`config.mk`:
```
export PLATFORM = sky130hd
export DESIGN_NAME = sshpf_mul
export DESIGN_NICKNAME = d
export VERILOG_FILES = /design/src/sv/swept_sphere_history_point_filter_top_defines.svh /design/src/sv/sshpf_pkg.sv /design/src/sv/sshpf_mul.sv
export SDC_FILE = /design/constraint.sdc
export NUM_CORES = 2
export LEC_CHECK = 0
export ABC_AREA = 1
export BUFFER_PORTS_ARGS = -buffer_cell sky130_fd_sc_hd__buf_4
export CELL_PAD_IN_SITES_DETAIL_PLACEMENT = 1
export CELL_PAD_IN_SITES_GLOBAL_PLACEMENT = 1
export CORE_AREA = 3 3 382 384
export CTS_CLUSTER_DIAMETER = 40
export CTS_CLUSTER_SIZE = 10
export DETAILED_ROUTE_END_ITERATION = 16
export DIE_AREA = 0 0 385 387
export PLACE_DENSITY_LB_ADDON = 0.15
export SKIP_LAST_GASP = 1
export SLEW_MARGIN = 20
export SYNTH_ARGS = -nofsm -noshare
export SYNTH_HDL_FRONTEND = slang
export SYNTH_SLANG_ARGS = --single-unit
```
`constraint.sdc`:
```
create_clock -name clk -period 10.2 [get_ports clk]
set_input_delay 0.51 -clock clk [delete_from_list [all_inputs] [get_ports clk]]
set_output_delay 0.51 -clock clk [all_outputs]
set_load 0.02 [all_outputs]
```
`src/sv/swept_sphere_history_point_filter_top_defines.svh`:
```
// Assertion macros shared by the RTL
`ifndef SWEPT_SPHERE_HISTORY_POINT_FILTER_TOP_DEFINES_SVH
`define SWEPT_SPHERE_HISTORY_POINT_FILTER_TOP_DEFINES_SVH

`ifndef ASSERT_OFF
`define SSHPF_ASSERT(lbl, prop) \
	lbl: assert property (@(posedge clk) disable iff (!arst_n) (prop)) \
		else $error("sshpf check failed");
`define SSHPF_ASSERT_IMP(lbl, ante, cons) \
	lbl: assert property (@(posedge clk) disable iff (!arst_n) (ante) |-> (cons)) \
		else $error("sshpf check failed");
`else
`define SSHPF_ASSERT(lbl, prop)
`define SSHPF_ASSERT_IMP(lbl, ante, cons)
`endif

`endif

```
`src/sv/sshpf_pkg.sv`:
```
package sshpf_pkg;
	localparam int POS_W   = 18;
	localparam int DIFF_W  = 19;
	localparam int SQ_W    = 38;
	localparam int RAD_W   = 16;
	localparam int RSQ_W   = 32;
	localparam int STAMP_W = 32;
	localparam int PROJ_W  = 40;
	localparam int HALF_W  = 19;
	localparam int PROD_W  = 76;
	localparam int IN_W    = 136;
	localparam int OUT_W   = 56;
	localparam int DUR_W   = 16;
	localparam logic [DUR_W-1:0] DUR_RESET = 16'd1500;

	typedef logic signed [POS_W-1:0]  pos_t;
	typedef logic signed [DIFF_W-1:0] diff_t;
	typedef logic signed [SQ_W-1:0]   sprod_t;
	typedef logic [SQ_W-1:0]          sq_t;
	typedef logic signed [PROJ_W-1:0] proj_t;
	typedef logic [HALF_W-1:0]        half_t;
	typedef logic [PROD_W-1:0]        prod_t;
	typedef logic [RSQ_W-1:0]         rsq_t;
endpackage

```
`src/sv/sshpf_mul.sv`:
```
module sshpf_mul (
	input  logic            clk,
	input  logic            en,
	input  sshpf_pkg::sq_t  a,
	input  sshpf_pkg::sq_t  b,
	output sshpf_pkg::prod_t p
);
	import sshpf_pkg::*;

	sq_t   pll_s1, plh_s1, phl_s1, phh_s1;
	prod_t p_s2;

	always_ff @(posedge clk) begin
		if (en) begin
			pll_s1 <= sq_t'(a[HALF_W-1:0] * b[HALF_W-1:0]);
			plh_s1 <= sq_t'(a[HALF_W-1:0] * b[SQ_W-1:HALF_W]);
			phl_s1 <= sq_t'(a[SQ_W-1:HALF_W] * b[HALF_W-1:0]);
			phh_s1 <= sq_t'(a[SQ_W-1:HALF_W] * b[SQ_W-1:HALF_W]);
			p_s2 <= (prod_t'(phh_s1) << (2 * HALF_W))
				+ ((prod_t'(plh_s1) + prod_t'(phl_s1)) << HALF_W)
				+ prod_t'(pll_s1);
		end
	end

	assign p = p_s2;
endmodule

```
==> out/qor.tcl <==
set qor(outcome) {completed}
set qor(grt_pass1_vias) 60680
set qor(min_path_type) {reg2reg}
set qor(initial_util) 0.4492
set qor(synth_warnings) 0
set qor(cts.root.buffer_cell) {sky130_fd_sc_hd__clkbuf_16}
set qor(routabilityCongestion) 0.9194
set qor(yosysTopAreaCellShare) 0.3593
set qor(clock_skew_ns) 0.03213
set qor(multi_input_area_mm2) 0.04650
set qor(postSynthCellCount) 8676
set qor(final_layout_size_suffix_gt1_frac) 0.03336
set qor(drcViolationCount) 0
set qor(synth.area.top_cells) {sky130_fd_sc_hd__fa_1 (36%), sky130_fd_sc_hd__inv_1 (15%), sky130_fd_sc_hd__nand2_1 (15%)}
set qor(post_cts_buffers) 0
set qor(avgRoutedWirePerCell_um) 21.17
set qor(rsz0062_at_grt) {false}
set qor(drt_pass1_iterations) 6
set qor(die_area_mm2) 0.1490
set qor(tritoncts_num_sinks) 228
set qor(period_share) 0.5900
set qor(overflow) 0
set qor(grt.total_usage) 0.3036
set qor(required_ns) 10.52
set qor(cts_tree) {yes}
set qor(cell_area_after_synthesis_mm2) 0.06429
set qor(design.final.nets) 10380
set qor(portBuffers) 153
set qor(avgViaCountPerCell) 5.146
set qor(totalNegativeSetupSlack_ns) 0
set qor(fp-row-count) 139
set qor(grt_max_degree) 84
set qor(n_fill_cell) 18050
set qor(arrival_ns) 6.34
set qor(dieHeight_um) 387
set qor(cts_buffer_depth) 3
set qor(period_minus_slack_ns) 6.018
set qor(cts_max_level) 2
set qor(max_slew.worst_pin.slew_ns) 1.091
set qor(mappedNetlistNets) 10480
set qor(synth.largest_area_cell) {sky130_fd_sc_hd__fa_1}
set qor(numCtsBuffers) 42
set qor(cap_viol_max_count) 0
set qor(max_freq_ghz) 0.1662
set qor(worstSetupEndpointType) {flop}
set qor(ys_ff_latch) 228
set qor(routed-via-count) 54100
set qor(ctsResizeCount) 0
set qor(antenna_violations_before_repair) 18
set qor(layout.area.seq_mm2) 0.006847
set qor(area_delta_synth_final_pct) 5.946
set qor(drt_iter0_drc) 3014
set qor(slew_limit_headroom) 0.2729
set qor(totalWireLength_mm) 222.6
set qor(io-pin-count) 154
set qor(path_class) {in2reg}
set qor(clk_pin_slew_ns) 0.05
set qor(detail-route-antenna-nets) 0
set qor(finalSetupViolations) 0
set qor(synth.distinct_cells) 40
set qor(grt_pass1_wl_mm) 348.1
set qor(synthesis.area_per_instance_um2) 7.410
set qor(die_w_um) 385
set qor(clk_latency_ns) 0.59
set qor(crit_fanout) 38
set qor(final_hold_vio_count) 0
set qor(core_area_mm2) 0.1431
set qor(number_of_pins_exceeding_their_max_slew_limit_in_the_final_report) 0
set qor(cts_hold_buf) 0
set qor(cp-start-kind) {input pin}
set qor(yosysSeqAreaShare) 0.1065
set qor(detailedPlacementHpwl_mm) 176.7
[routing by layer]
layer  global-route usage  vias to the layer above  wire, µm
met2               0.5168                     1386    106500
met4              0.08693                       18      6764
li1                     -                    24590         -
met5                    0                        -       126
met1               0.4024                    27760     96010
met3              0.04247                      345     13160
[synth_stat cells, drive strengths merged]
library cell     n
nand4           33
ha             569
and3             2
buf             91
nand2b           1
nor2           377
xor2           112
nand2         2596
a21boi           1
a21o            20
fa            1154
xnor2           24
inv           2610
a31oi            2
nand3b          12
o21ai          116
and2            10
o21bai          10
or2              6
nor3b            1
o211ai           7
clkbuf         213
nor4            11
a21oi          223
o21a             2
nand3          200
edfxtp         228
nor3            45
[cell usage in the layout, fill, tap and decap left out, types with 106 or more instances in the layout]
cell,instances
sky130_fd_sc_hd__fa_1,1154
sky130_fd_sc_hd__buf_4,157
sky130_fd_sc_hd__inv_1,2602
sky130_fd_sc_hd__a21oi_1,223
sky130_fd_sc_hd__nand2_1,2583
sky130_fd_sc_hd__ha_1,569
sky130_fd_sc_hd__xor2_1,112
sky130_fd_sc_hd__nor2_1,350
sky130_fd_sc_hd__o21ai_0,106
sky130_fd_sc_hd__nand3_1,195
sky130_fd_sc_hd__edfxtp_1,228
[kinds of logic after synthesis]
group,share of synthesized area
and+or+nand+nor,0.2033
buffers and inverters,0.1701
adders and majority gates,0.4701
AOI/OAI and AO/OA,0.03143
DFF,0.1065
xor gates and xnor gates,0.01853
[stage by stage]
stage	instances	hold slack, ns	utilization	setup WS, ns	area (µm²)
2_1_floorplan	8676	0.4003	-	4.523	64290
3_3_place_gp	10430	0.4042	0.4662	3.700	66720
3_5_place_dp	10430	0.4063	0.4662	3.635	66720
4_1_cts	10510	0.4190	0.4757	4.209	68090
5_1_grt	10510	0.4260	0.4757	3.994	68090
6_report	10510	0.4201	0.4759	4.182	68110
[final timing paths]
kind,startpoint,to,slack [ns],cells after the start
setup / recovery,b[23],plh_s1[37]$_DFFE_PP_,4.18,19
hold / removal,pll_s1[3]$_DFFE_PP_,p[3]$_DFFE_PP_,0.42,0
setup reg to reg,phl_s1[18]$_DFFE_PP_,p[74]$_DFFE_PP_,5.88,16
hold reg to reg,pll_s1[3]$_DFFE_PP_,p[3]$_DFFE_PP_,0.42,0
[layout make-up]
type	instances	area share
inverters	2610	0.1438
repair buffers	158	0.01752
clock buffers	48	0.01576
well taps	1903	0.03496
multi-input cells	5534	0.6828
clock inverters	25	0.004372
diodes	7	0.0002572
flip-flops and latches	228	0.1005
[state kept, by name, indices dropped and copies added, names as in the netlist]
| register | cells |
|---|---|
| phl_s1 | 38 |
| pll_s1 | 38 |
| phh_s1 | 38 |
| plh_s1 | 38 |
| p | 76 |
[worst max-delay path, cell delays in order]
cell and delay (ns):
sky130_fd_sc_hd__buf_4 0.53, sky130_fd_sc_hd__nand2_1 0.19, sky130_fd_sc_hd__fa_1 0.55, sky130_fd_sc_hd__fa_1 0.50, sky130_fd_sc_hd__fa_1 0.58, sky130_fd_sc_hd__inv_1 0.07, sky130_fd_sc_hd__fa_1 0.45, sky130_fd_sc_hd__fa_1 0.51
sky130_fd_sc_hd__inv_1 0.05, sky130_fd_sc_hd__fa_1 0.47, sky130_fd_sc_hd__inv_1 0.04, sky130_fd_sc_hd__ha_1 0.39, sky130_fd_sc_hd__nand2_1 0.19, sky130_fd_sc_hd__o21ai_0 0.57, sky130_fd_sc_hd__a21oi_1 0.10, sky130_fd_sc_hd__nand2_1 0.28
sky130_fd_sc_hd__nand2_1 0.11, sky130_fd_sc_hd__nand3b_1 0.11, sky130_fd_sc_hd__nand2_1 0.06
Power is left out: the tool's default activity adds up to more than one toggle a clock period on the data nets, which glitch-free logic cannot reach.
